--- src/sv/rtccal_pkg.sv ---
`timescale 1ns / 1ps

package rtccal_pkg;

    // command codes
    localparam logic [1:0] CMD_TICK  = 2'd0;
    localparam logic [1:0] CMD_KEY   = 2'd1;
    localparam logic [1:0] CMD_BEGIN = 2'd2;

    // configuration register indexes
    localparam logic [1:0] CFG_FAST_MODE     = 2'd0;
    localparam logic [1:0] CFG_NORMAL_PERIOD = 2'd1;
    localparam logic [1:0] CFG_FAST_PERIOD   = 2'd2;
    localparam logic [1:0] CFG_TICKS_PER_SEC = 2'd3;

    localparam int CFG_IDX_W  = 2;
    localparam int CFG_DATA_W = 21;
    localparam int PERIOD_W   = 21;
    localparam int PRESCALE_W = 11;
    localparam int FIELD_W    = 7;
    localparam int YEAR_W     = 14;
    localparam int POS_W      = 5;

    // reset values
    localparam logic [PERIOD_W-1:0]   RST_NORMAL_PERIOD = 21'd1800000;
    localparam logic [PERIOD_W-1:0]   RST_FAST_PERIOD   = 21'd1000;
    localparam logic [PRESCALE_W-1:0] RST_TICKS_PER_SEC = 11'd1800;
    localparam logic [FIELD_W-1:0]    RST_DAY           = 7'd14;
    localparam logic [FIELD_W-1:0]    RST_MONTH         = 7'd4;
    localparam logic [YEAR_W-1:0]     RST_YEAR          = 14'd2023;

    // cursor positions
    localparam logic [POS_W-1:0] POS_DAY_TENS   = 5'd0;
    localparam logic [POS_W-1:0] POS_DAY_UNITS  = 5'd1;
    localparam logic [POS_W-1:0] POS_SEP_DATE_A = 5'd2;
    localparam logic [POS_W-1:0] POS_MON_TENS   = 5'd3;
    localparam logic [POS_W-1:0] POS_MON_UNITS  = 5'd4;
    localparam logic [POS_W-1:0] POS_SEP_DATE_B = 5'd5;
    localparam logic [POS_W-1:0] POS_YEAR_K     = 5'd6;
    localparam logic [POS_W-1:0] POS_YEAR_H     = 5'd7;
    localparam logic [POS_W-1:0] POS_YEAR_T     = 5'd8;
    localparam logic [POS_W-1:0] POS_YEAR_U     = 5'd9;
    localparam logic [POS_W-1:0] POS_HOUR_TENS  = 5'd10;
    localparam logic [POS_W-1:0] POS_HOUR_UNITS = 5'd11;
    localparam logic [POS_W-1:0] POS_SEP_TIME_A = 5'd12;
    localparam logic [POS_W-1:0] POS_MIN_TENS   = 5'd13;
    localparam logic [POS_W-1:0] POS_MIN_UNITS  = 5'd14;
    localparam logic [POS_W-1:0] POS_SEP_TIME_B = 5'd15;
    localparam logic [POS_W-1:0] POS_SEC_TENS   = 5'd16;
    localparam logic [POS_W-1:0] POS_SEC_UNITS  = 5'd17;

    typedef struct packed {
        logic [FIELD_W-1:0] second;
        logic [FIELD_W-1:0] minute;
        logic [FIELD_W-1:0] hour;
        logic [FIELD_W-1:0] day;
        logic [FIELD_W-1:0] month;
        logic [YEAR_W-1:0]  year;
    } t_time;

    typedef struct packed {
        logic                  fast_mode;
        logic [PERIOD_W-1:0]   normal_period;
        logic [PERIOD_W-1:0]   fast_period;
        logic [PRESCALE_W-1:0] ticks_per_second;
    } t_cfg;

    typedef struct packed {
        t_time                 tm;
        logic [PERIOD_W-1:0]   record_count;
        logic [PRESCALE_W-1:0] prescale_count;
        logic [POS_W-1:0]      edit_pos;
        logic                  edit_on;
    } t_state;

    typedef struct packed {
        t_time            tm;
        logic             record_pulse;
        logic             minute_pulse;
        logic             day_pulse;
        logic             editing;
        logic [POS_W-1:0] cursor;
    } t_result;

endpackage

--- src/sv/rtc_calendar_with_digit_set_core.sv ---
`timescale 1ns / 1ps

// Real-time clock and calendar with decimal digit editing.
// Input channel (i_in_valid / o_in_ready) carries one request: a tick, a digit
// key or a begin-editing command. Every accepted request gives exactly one
// result on the output channel (o_out_valid / i_out_ready): the time and date
// after the request, the record, minute and day pulses, and the edit cursor.
// Each result is registered, in the result register or, on a stall, the skid entry.
// Throughput: one request per cycle while o_in_ready is high; the whole update
// (counters, rollover cascade, digit replacement) is one pass of logic between
// the state registers and the result register.
// Results sit in a two-entry output buffer (result register plus skid entry).
// When the receiver stalls, one more request is still taken; o_in_ready drops
// only while both entries are full.
// Configuration writes (i_cfg_valid / o_cfg_ready, index and data) are always
// taken and should be issued while no request is in flight.
// Reset (i_rst_n low, synchronous) empties the buffer, clears the counters,
// sets the date to 14.04.2023 00:00:00 and loads the default periods.
module rtc_calendar_with_digit_set_core (
    input  logic                               i_clk,
    input  logic                               i_rst_n,
    input  logic                               i_cfg_valid,
    output logic                               o_cfg_ready,
    input  logic [rtccal_pkg::CFG_IDX_W-1:0]   i_cfg_index,
    input  logic [rtccal_pkg::CFG_DATA_W-1:0]  i_cfg_data,
    input  logic                               i_in_valid,
    output logic                               o_in_ready,
    input  logic [1:0]                         i_cmd,
    input  logic [3:0]                         i_key_digit,
    output logic                               o_out_valid,
    input  logic                               i_out_ready,
    output logic [rtccal_pkg::FIELD_W-1:0]     o_cur_second,
    output logic [rtccal_pkg::FIELD_W-1:0]     o_cur_minute,
    output logic [rtccal_pkg::FIELD_W-1:0]     o_cur_hour,
    output logic [rtccal_pkg::FIELD_W-1:0]     o_cur_day,
    output logic [rtccal_pkg::FIELD_W-1:0]     o_cur_month,
    output logic [rtccal_pkg::YEAR_W-1:0]      o_cur_year,
    output logic                               o_record_pulse,
    output logic                               o_minute_pulse,
    output logic                               o_day_pulse,
    output logic                               o_editing,
    output logic [rtccal_pkg::POS_W-1:0]       o_cursor
);
    import rtccal_pkg::*;

    t_cfg    r_cfg;
    t_state  r_state;
    t_state  n_state;
    t_result n_result;
    t_result r_out;
    t_result r_skid;
    logic    r_out_vld;
    logic    r_skid_vld;
    logic    in_fire;
    logic    out_free;

    assign o_cfg_ready = 1'b1;
    assign o_in_ready  = !r_skid_vld;
    assign in_fire     = i_in_valid && o_in_ready;
    assign out_free    = !r_out_vld || i_out_ready;

    rtccal_step u_step (
        .i_state     (r_state),
        .i_cfg       (r_cfg),
        .i_cmd       (i_cmd),
        .i_key_digit (i_key_digit),
        .o_state     (n_state),
        .o_result    (n_result)
    );

    always_ff @(posedge i_clk) begin
        if (!i_rst_n) begin
            r_cfg.fast_mode        <= 1'b0;
            r_cfg.normal_period    <= RST_NORMAL_PERIOD;
            r_cfg.fast_period      <= RST_FAST_PERIOD;
            r_cfg.ticks_per_second <= RST_TICKS_PER_SEC;
        end else if (i_cfg_valid && o_cfg_ready) begin
            unique case (i_cfg_index)
                CFG_FAST_MODE:     r_cfg.fast_mode        <= i_cfg_data[0];
                CFG_NORMAL_PERIOD: r_cfg.normal_period    <= i_cfg_data[PERIOD_W-1:0];
                CFG_FAST_PERIOD:   r_cfg.fast_period      <= i_cfg_data[PERIOD_W-1:0];
                CFG_TICKS_PER_SEC: r_cfg.ticks_per_second <= i_cfg_data[PRESCALE_W-1:0];
                default: ;
            endcase
        end
    end

    always_ff @(posedge i_clk) begin
        if (!i_rst_n) begin
            r_state.tm.second     <= '0;
            r_state.tm.minute     <= '0;
            r_state.tm.hour       <= '0;
            r_state.tm.day        <= RST_DAY;
            r_state.tm.month      <= RST_MONTH;
            r_state.tm.year       <= RST_YEAR;
            r_state.record_count  <= '0;
            r_state.prescale_count <= '0;
            r_state.edit_pos      <= '0;
            r_state.edit_on       <= 1'b0;
        end else if (in_fire) begin
            r_state <= n_state;
        end
    end

    // two-entry output buffer control
    always_ff @(posedge i_clk) begin
        if (!i_rst_n) begin
            r_out_vld  <= 1'b0;
            r_skid_vld <= 1'b0;
        end else if (out_free) begin
            r_out_vld  <= r_skid_vld || in_fire;
            r_skid_vld <= 1'b0;
        end else if (in_fire) begin
            r_skid_vld <= 1'b1;
        end
    end

    always_ff @(posedge i_clk) begin
        if (out_free) begin
            r_out <= r_skid_vld ? r_skid : n_result;
        end
        if (in_fire && !out_free) begin
            r_skid <= n_result;
        end
    end

    assign o_out_valid    = r_out_vld;
    assign o_cur_second   = r_out.tm.second;
    assign o_cur_minute   = r_out.tm.minute;
    assign o_cur_hour     = r_out.tm.hour;
    assign o_cur_day      = r_out.tm.day;
    assign o_cur_month    = r_out.tm.month;
    assign o_cur_year     = r_out.tm.year;
    assign o_record_pulse = r_out.record_pulse;
    assign o_minute_pulse = r_out.minute_pulse;
    assign o_day_pulse    = r_out.day_pulse;
    assign o_editing      = r_out.editing;
    assign o_cursor       = r_out.cursor;

    a_skid_behind_out: assert property (@(posedge i_clk) disable iff (!i_rst_n)
        r_skid_vld |-> r_out_vld)
        else $error("skid entry holds a result while the result register is empty");

    a_request_gives_result: assert property (@(posedge i_clk) disable iff (!i_rst_n)
        in_fire |=> o_out_valid)
        else $error("accepted request left no result");

    a_skid_moves_up: assert property (@(posedge i_clk) disable iff (!i_rst_n)
        (r_skid_vld && i_out_ready) |=> (o_out_valid && !r_skid_vld))
        else $error("skid entry not moved into the result register");

    a_cursor_idle_zero: assert property (@(posedge i_clk) disable iff (!i_rst_n)
        !r_state.edit_on |-> (r_state.edit_pos == POS_DAY_TENS))
        else $error("cursor not at first digit while not editing");

    a_cursor_on_digit: assert property (@(posedge i_clk) disable iff (!i_rst_n)
        (r_state.edit_pos <= POS_SEC_UNITS) && (r_state.edit_pos != POS_SEP_DATE_A)
        && (r_state.edit_pos != POS_SEP_DATE_B) && (r_state.edit_pos != POS_SEP_TIME_A)
        && (r_state.edit_pos != POS_SEP_TIME_B))
        else $error("cursor on a separator or past the last digit");

endmodule

--- src/sv/rtccal_step.sv ---
`timescale 1ns / 1ps

module rtccal_step (
    input  rtccal_pkg::t_state  i_state,
    input  rtccal_pkg::t_cfg    i_cfg,
    input  logic [1:0]          i_cmd,
    input  logic [3:0]          i_key_digit,
    output rtccal_pkg::t_state  o_state,
    output rtccal_pkg::t_result o_result
);
    import rtccal_pkg::*;

    // remainder by ten of a 7-bit value, reciprocal 205 / 2^11
    function automatic logic [FIELD_W-1:0] mod10_7(input logic [FIELD_W-1:0] v);
        logic [14:0] p;
        logic [3:0]  q;
        p = {8'd0, v} * 15'd205;
        q = p[14:11];
        mod10_7 = v - {3'd0, q} * 7'd10;
    endfunction

    function automatic logic [FIELD_W-1:0] set_tens(input logic [FIELD_W-1:0] v,
                                                    input logic [3:0] d);
        set_tens = mod10_7(v) + {3'd0, d} * 7'd10;
    endfunction

    function automatic logic [FIELD_W-1:0] set_units(input logic [FIELD_W-1:0] v,
                                                     input logic [3:0] d);
        set_units = v - mod10_7(v) + {3'd0, d};
    endfunction

    // month length, zero for a month that does not exist
    function automatic logic [4:0] month_days(input logic [FIELD_W-1:0] m, input logic leap);
        case (m) inside
            7'd1, 7'd3, 7'd5, 7'd7, 7'd8, 7'd10, 7'd12: month_days = 5'd31;
            7'd4, 7'd6, 7'd9, 7'd11:                    month_days = 5'd30;
            7'd2:    month_days = leap ? 5'd29 : 5'd28;
            default: month_days = 5'd0;
        endcase
    endfunction

    logic [3:0]          digit;
    logic [29:0]         prod10;
    logic [26:0]         prod100;
    logic [27:0]         prod1000;
    logic [13:0]         prod25;
    logic [YEAR_W-1:0]   y10, y100, y1000;
    logic [YEAR_W-1:0]   yd;
    logic                mult25;
    logic                leap;
    logic [4:0]          dim;
    logic [PERIOD_W-1:0] period;
    logic [PERIOD_W:0]   rc;
    logic [PRESCALE_W:0] pc;
    logic [POS_W-1:0]    np;
    logic                rp, mp, dp;
    t_state              n;

    // year digit split: each quotient from one constant reciprocal
    always_comb begin
        prod10   = {16'd0, i_state.tm.year} * 30'd52429;
        prod100  = {13'd0, i_state.tm.year} * 27'd5243;
        prod1000 = {14'd0, i_state.tm.year} * 28'd8389;
        y10      = {3'd0, prod10[29:19]} * 14'd10;
        y100     = {6'd0, prod100[26:19]} * 14'd100;
        y1000    = {9'd0, prod1000[27:23]} * 14'd1000;
        // divisible by 25 via the inverse of 25 modulo 2^14
        prod25   = i_state.tm.year * 14'd7209;
        mult25   = (prod25 <= 14'd655);
        leap     = (i_state.tm.year[1:0] == 2'd0)
                   && (!mult25 || (i_state.tm.year[3:0] == 4'd0));
        dim      = month_days(i_state.tm.month, leap);
    end

    always_comb begin
        n      = i_state;
        rp     = 1'b0;
        mp     = 1'b0;
        dp     = 1'b0;
        digit  = (i_key_digit > 4'd9) ? 4'd9 : i_key_digit;
        yd     = {10'd0, digit};
        period = i_cfg.fast_mode ? i_cfg.fast_period : i_cfg.normal_period;
        rc     = {1'b0, i_state.record_count} + {{PERIOD_W{1'b0}}, 1'b1};
        pc     = {1'b0, i_state.prescale_count} + {{PRESCALE_W{1'b0}}, 1'b1};
        np     = i_state.edit_pos + 5'd1;

        unique case (i_cmd)
            CMD_TICK: begin
                if (rc >= {1'b0, period}) begin
                    n.record_count = '0;
                    rp = 1'b1;
                end else begin
                    n.record_count = rc[PERIOD_W-1:0];
                end
                if (pc >= {1'b0, i_cfg.ticks_per_second} || i_cfg.fast_mode) begin
                    n.prescale_count = '0;
                    // rollover cascade
                    if ({1'b0, i_state.tm.second} + 8'd1 < 8'd60) begin
                        n.tm.second = i_state.tm.second + 7'd1;
                    end else begin
                        n.tm.second = '0;
                        mp = 1'b1;
                        if ({1'b0, i_state.tm.minute} + 8'd1 < 8'd60) begin
                            n.tm.minute = i_state.tm.minute + 7'd1;
                        end else begin
                            n.tm.minute = '0;
                            if ({1'b0, i_state.tm.hour} + 8'd1 < 8'd24) begin
                                n.tm.hour = i_state.tm.hour + 7'd1;
                            end else begin
                                n.tm.hour = '0;
                                dp = 1'b1;
                                if ({1'b0, i_state.tm.day} + 8'd1 <= {3'd0, dim}) begin
                                    n.tm.day = i_state.tm.day + 7'd1;
                                end else begin
                                    n.tm.day = 7'd1;
                                    if ({1'b0, i_state.tm.month} + 8'd1 <= 8'd12) begin
                                        n.tm.month = i_state.tm.month + 7'd1;
                                    end else begin
                                        n.tm.month = 7'd1;
                                        n.tm.year  = (i_state.tm.year >= 14'd9999) ? '0
                                                     : i_state.tm.year + 14'd1;
                                    end
                                end
                            end
                        end
                    end
                end else begin
                    n.prescale_count = pc[PRESCALE_W-1:0];
                end
            end
            CMD_KEY: begin
                if (i_state.edit_on) begin
                    case (i_state.edit_pos)
                        POS_DAY_TENS:   n.tm.day    = set_tens(i_state.tm.day, digit);
                        POS_DAY_UNITS:  n.tm.day    = set_units(i_state.tm.day, digit);
                        POS_MON_TENS:   n.tm.month  = set_tens(i_state.tm.month, digit);
                        POS_MON_UNITS:  n.tm.month  = set_units(i_state.tm.month, digit);
                        POS_YEAR_K:     n.tm.year   = (i_state.tm.year - y1000)
                                                      + yd * 14'd1000;
                        POS_YEAR_H:     n.tm.year   = y1000 + (i_state.tm.year - y100)
                                                      + yd * 14'd100;
                        POS_YEAR_T:     n.tm.year   = y100 + (i_state.tm.year - y10)
                                                      + yd * 14'd10;
                        POS_YEAR_U:     n.tm.year   = y10 + yd;
                        POS_HOUR_TENS:  n.tm.hour   = set_tens(i_state.tm.hour, digit);
                        POS_HOUR_UNITS: n.tm.hour   = set_units(i_state.tm.hour, digit);
                        POS_MIN_TENS:   n.tm.minute = set_tens(i_state.tm.minute, digit);
                        POS_MIN_UNITS:  n.tm.minute = set_units(i_state.tm.minute, digit);
                        POS_SEC_TENS:   n.tm.second = set_tens(i_state.tm.second, digit);
                        POS_SEC_UNITS:  n.tm.second = set_units(i_state.tm.second, digit);
                        default: ;
                    endcase
                    if (np == POS_SEP_DATE_A || np == POS_SEP_DATE_B
                            || np == POS_SEP_TIME_A || np == POS_SEP_TIME_B) begin
                        np = np + 5'd1;
                    end
                    if (np > POS_SEC_UNITS) begin
                        n.edit_pos = '0;
                        n.edit_on  = 1'b0;
                    end else begin
                        n.edit_pos = np;
                    end
                end
            end
            CMD_BEGIN: begin
                n.edit_on  = 1'b1;
                n.edit_pos = POS_DAY_TENS;
            end
            default: ;
        endcase
    end

    assign o_state = n;

    always_comb begin
        o_result.tm           = n.tm;
        o_result.record_pulse = rp;
        o_result.minute_pulse = mp;
        o_result.day_pulse    = dp;
        o_result.editing      = n.edit_on;
        o_result.cursor       = n.edit_pos;
    end

endmodule

--- config.mk ---
export PLATFORM = sky130hd
export DESIGN_NAME = rtc_calendar_with_digit_set_core
export DESIGN_NICKNAME = d
export VERILOG_FILES = /design/src/sv/rtccal_pkg.sv /design/src/sv/rtc_calendar_with_digit_set_core.sv /design/src/sv/rtccal_step.sv
export SDC_FILE = /design/constraint.sdc
export NUM_CORES = 2
export LEC_CHECK = 0
export BUFFER_PORTS_ARGS = -buffer_cell sky130_fd_sc_hd__buf_2
export CAP_MARGIN = 20
export CORE_MARGIN = 5
export CORE_UTILIZATION = 30
export CTS_CLUSTER_DIAMETER = 30
export CTS_CLUSTER_SIZE = 40
export DETAILED_ROUTE_END_ITERATION = 12
export GPL_ROUTABILITY_DRIVEN = 0
export PLACE_DENSITY = 0.45
export RECOVER_POWER = 50
export SYNTH_ARGS = -nofsm -noshare
export SYNTH_HDL_FRONTEND = slang
export SYNTH_SLANG_ARGS = --single-unit
--- constraint.sdc ---
create_clock -name i_clk -period 15 [get_ports i_clk]
set_clock_uncertainty 0.15 [all_clocks]
set_input_delay 0 -clock i_clk [delete_from_list [all_inputs] [get_ports i_clk]]
set_output_delay 0 -clock i_clk [all_outputs]
set_load 0.05 [all_outputs]
==> metrics list <==
* Run status: finished, violations left
- The final reports fail on capacitance limit, slew limit.
- For this run, the top clock speed supported by timing is ~85 MHz.
* Number of standard cells in the layout, taps in and fillers out: approximately 6000
- Commonest cells in the netlist: 784 x sky130_fd_sc_hd__ha_1, 640 x sky130_fd_sc_hd__inv_1, 286 x sky130_fd_sc_hd__nand2_1
- In this run the worst hold path is classified as primary input to flip-flop.
- Post-detailed-route wirelength per cell: between 15 and 20 µm
* Hold WS: approximately 0.033 ns
- Max-cap violations in this run came to 8.
- The routed design could run at a clock period as short as 11.78 ns.
- By instance count, the cell type seen most on the critical path is sky130_fd_sc_hd__inv_1.
* Maximum number of pins on one net before global-route repair: approximately 70
* Via-per-instance ratio: 4.873
- In this run the worst path has a maximum fanout of 9.
* CTS tree: yes
- WP data arrival: 12.04 ns
- Share of flip-flops with an asynchronous set or reset after synthesis: 0%
* Post-Syn Area per Cell: 9.160 µm²
- For the worst setup path, the data required time is approximately 15 ns.
- DRT iter0 DRCs: approximately 1600
- Dividing the final minimum period by the clock period gives about four fifths.
- Count of state elements after synthesis: 259
* Most common cell in the netlist: sky130_fd_sc_hd__ha_1
- Area of combinational cells with multiple inputs: around 0.028 mm²
- Total vias in the final route: around 29000
- Worst reg-to-reg setup slack: around 3.2 ns
- Count of antenna-violating nets left after detailed routing: 0
- The sequential cells in the finished layout cover a total of 0.006346 mm².
- Counting the fill cells in the layout gives around 13000.
- Measured along the x axis, the die boundary spans between 300 and 400 µm.
- Number of iterations in the first detailed-routing pass: 7
- Initial Utilization: 30.11%
- Number of pins exceeding their max-slew limit in the final report: around 380
- Across every metal layer, demand over resource in global routing totals between 10% and 20%.
- The biggest area contributor in the post-synthesis netlist is sky130_fd_sc_hd__ha_1.
- The floorplan has 129 rows.
- Number of distinct library cells after synthesis: about 110
* Number of buffers on the longest clock path: 3
- Setup violations remaining at the end of the flow were counted as 0.
- # H-tree levels: 3
- First-pass GRT wire length: 180000 µm
- After global routing the overflow that remains totals 0.
* Sink count of the clock tree: 259
* Number of buffers created by CTS: 78
- Wires add up to between 100000 and 150000 µm.
- Of the cells placed in the final design, the portion with a size suffix greater than 1 is 7.534%.
- For this design, the slowest cell found on the critical path is sky130_fd_sc_hd__a2bb2oi_1.
* Post-CTS setup buffer count: 0
- For the final routed database, the setup TNS stands at 0 ns.
- Clock transition at the registers of the reported paths: approximately 0.05 ns
* Ports placed on the boundary: 95
* Part of the Yosys area used for sequential elements: between 15 and 20%
- Initial antenna violation count: 2
- Via count of the first global-routing pass: approximately 30000
* Top area cells in the synthesized netlist: sky130_fd_sc_hd__ha_1 26%, sky130_fd_sc_hd__fa_1 15%, sky130_fd_sc_hd__edfxtp_1 9.4%
* Full die area: ~0.13 mm²
- The top cell type by area accounts for between 20% and 30% of the synthesized area.
- Synthesis-to-finish area growth: 15.46%
* Top FF cell, synth: sky130_fd_sc_hd__dfxtp_1
- Total DRC errors in the routed layout: 0
* Type of the setup path with the least slack: flip-flop to flip-flop
- The wire-length estimate of the detail-placed layout is 90130 µm.
- Number of instances in the synthesized netlist: around 4100
* Sort of element at the end of the critical path: flip-flop
- The synthesized netlist occupies a cell area of ~0.037 mm².
- CTS placed an instance of sky130_fd_sc_hd__clkbuf_16 at the clock tree root.
* Port Buf Inserts: just over 90
* Number of flops mapped to enable cells by yosys: between 100 and 150
* Number of placed instances with taps included: ~5700
* Clock latency reported for the late side of the worst-skew pair: ~0.65 ns
- Vert. Die Dim: 362.1 µm
* Count of synthesis-stage warnings from yosys: 0
- Largest incremental delay on the critical path: about 0.79 ns
* Type of element launching the critical path: flip-flop
- Tightest Pin Transition: approximately 4.5 ns
* Placeable core area: around 0.12 mm²
- Headroom to the max-slew limit came out at -199.7%.
- Setup repair after global routing left no endpoint under its margin.
- After the last flow step, the layout net total stands at 5323.
- The final number of hold-violating endpoints came to 0.
[kinds of logic (layout without fill, tap and decap cells)]
family | Yosys count | after routing | share of synthesized area, %
buffers and inverters | 748 | 974 | 7.686
muxes | 83 | 83 | 2.413
other | 2 | 6 | 0.02020
AOI/OAI and AO/OA | 775 | 775 | 13.65
xor gates and xnor gates | 285 | 285 | 6.811
adders and majority gates | 1068 | 1068 | 41.67
DFF | 259 | 259 | 17.07
and+or+nand+nor | 839 | 839 | 10.68
[metal layers]
metal / wire length, µm / GRT usage [%]
met1: 55930 / 24.47
met2: 52910 / 29.31
met3: 3962 / 1.778
met4: 2719 / 4.133
met5: 0 / 0
[placed cells by master, fill, tap and decap left out, types with 32 or more instances in the layout]
cell and count:
sky130_fd_sc_hd__a21oi_1 238, sky130_fd_sc_hd__clkbuf_1 68, sky130_fd_sc_hd__nand2b_1 36, sky130_fd_sc_hd__and3_1 32
sky130_fd_sc_hd__nor2b_1 32, sky130_fd_sc_hd__clkbuf_16 78, sky130_fd_sc_hd__fa_1 284, sky130_fd_sc_hd__buf_2 32
sky130_fd_sc_hd__ha_1 784, sky130_fd_sc_hd__mux2_2 48, sky130_fd_sc_hd__edfxtp_1 116, sky130_fd_sc_hd__dfxtp_1 143
sky130_fd_sc_hd__nand3_1 97, sky130_fd_sc_hd__nand2_1 285, sky130_fd_sc_hd__nor3_1 61, sky130_fd_sc_hd__xnor2_1 198
sky130_fd_sc_hd__xor2_1 83, sky130_fd_sc_hd__inv_1 639, sky130_fd_sc_hd__mux2i_1 33, sky130_fd_sc_hd__o21ai_0 133
sky130_fd_sc_hd__dlygate4sd3_1 53, sky130_fd_sc_hd__a21o_1 99, sky130_fd_sc_hd__nor2_1 185
[cell type report]
| cell class | count | share of cell area, % |
|---|---|---|
| Antenna cell | 2 | 0.01166 |
| Inverter | 644 | 5.637 |
| Sequential cell | 259 | 14.78 |
| Clock buffer | 80 | 4.611 |
| Tap cell | 1637 | 4.771 |
| Timing Repair Buffer | 184 | 2.746 |
| Clock inverter | 66 | 2.183 |
| Multi-Input combinational cell | 3054 | 65.26 |
[critical path: cells and delay by family, from the launching register on]
| kind | cells | cell delay (ns) |
|---|---|---|
| fa+ha+maj | 13 | 5.38 |
| buf+inv | 10 | 1.16 |
| xor+xnor | 2 | 0.50 |
| compound gates | 11 | 2.33 |
| simple gates | 7 | 1.35 |
| mux | 1 | 0.13 |
| flops | 1 | 0.53 |
[registers in the layout, indices dropped and copies added (netlist names), 5 cells and up]
register and cells:
r_state 87, r_skid 58, r_cfg 54, o_cur_year 14
o_cur_day 7, o_cur_hour 7, o_cur_minute 7, o_cur_month 7
o_cur_second 7, o_cursor 5
[timing repair]
| action | in CTS | in global routing |
|---|---|---|
| hold endpoints to repair | 111 | 0 |
| resized for setup | 0 | 0 |
| hold buffers | 53 | 0 |
[path summary, 6_finish.rpt]
kind | startpoint | to | depth (start not counted)
worst max-delay path | r_state[41] | r_state[48] | 44
worst min-delay path | i_cfg_data[13] | r_cfg[24] | 4
worst max register to register | r_state[41] | r_state[48] | 44
worst min register to register | r_cfg[43] | r_cfg[43] | 2
[metrics by stage]
stage / util, % / cell area (µm²) / setup slack, ns
finish: 34.77 / 42930 / 3.225
global route: 34.76 / 42920 / 2.651
CTS: 34.86 / 43040 / 3.242
detailed placement: 32.07 / 39600 / 3.287
global placement: 32.07 / 39600 / 3.356
floorplan: - / 37190 / 4.515
Power is left out: the tool's default activity adds up to more than one toggle a clock period on the data nets, which glitch-free logic cannot reach.
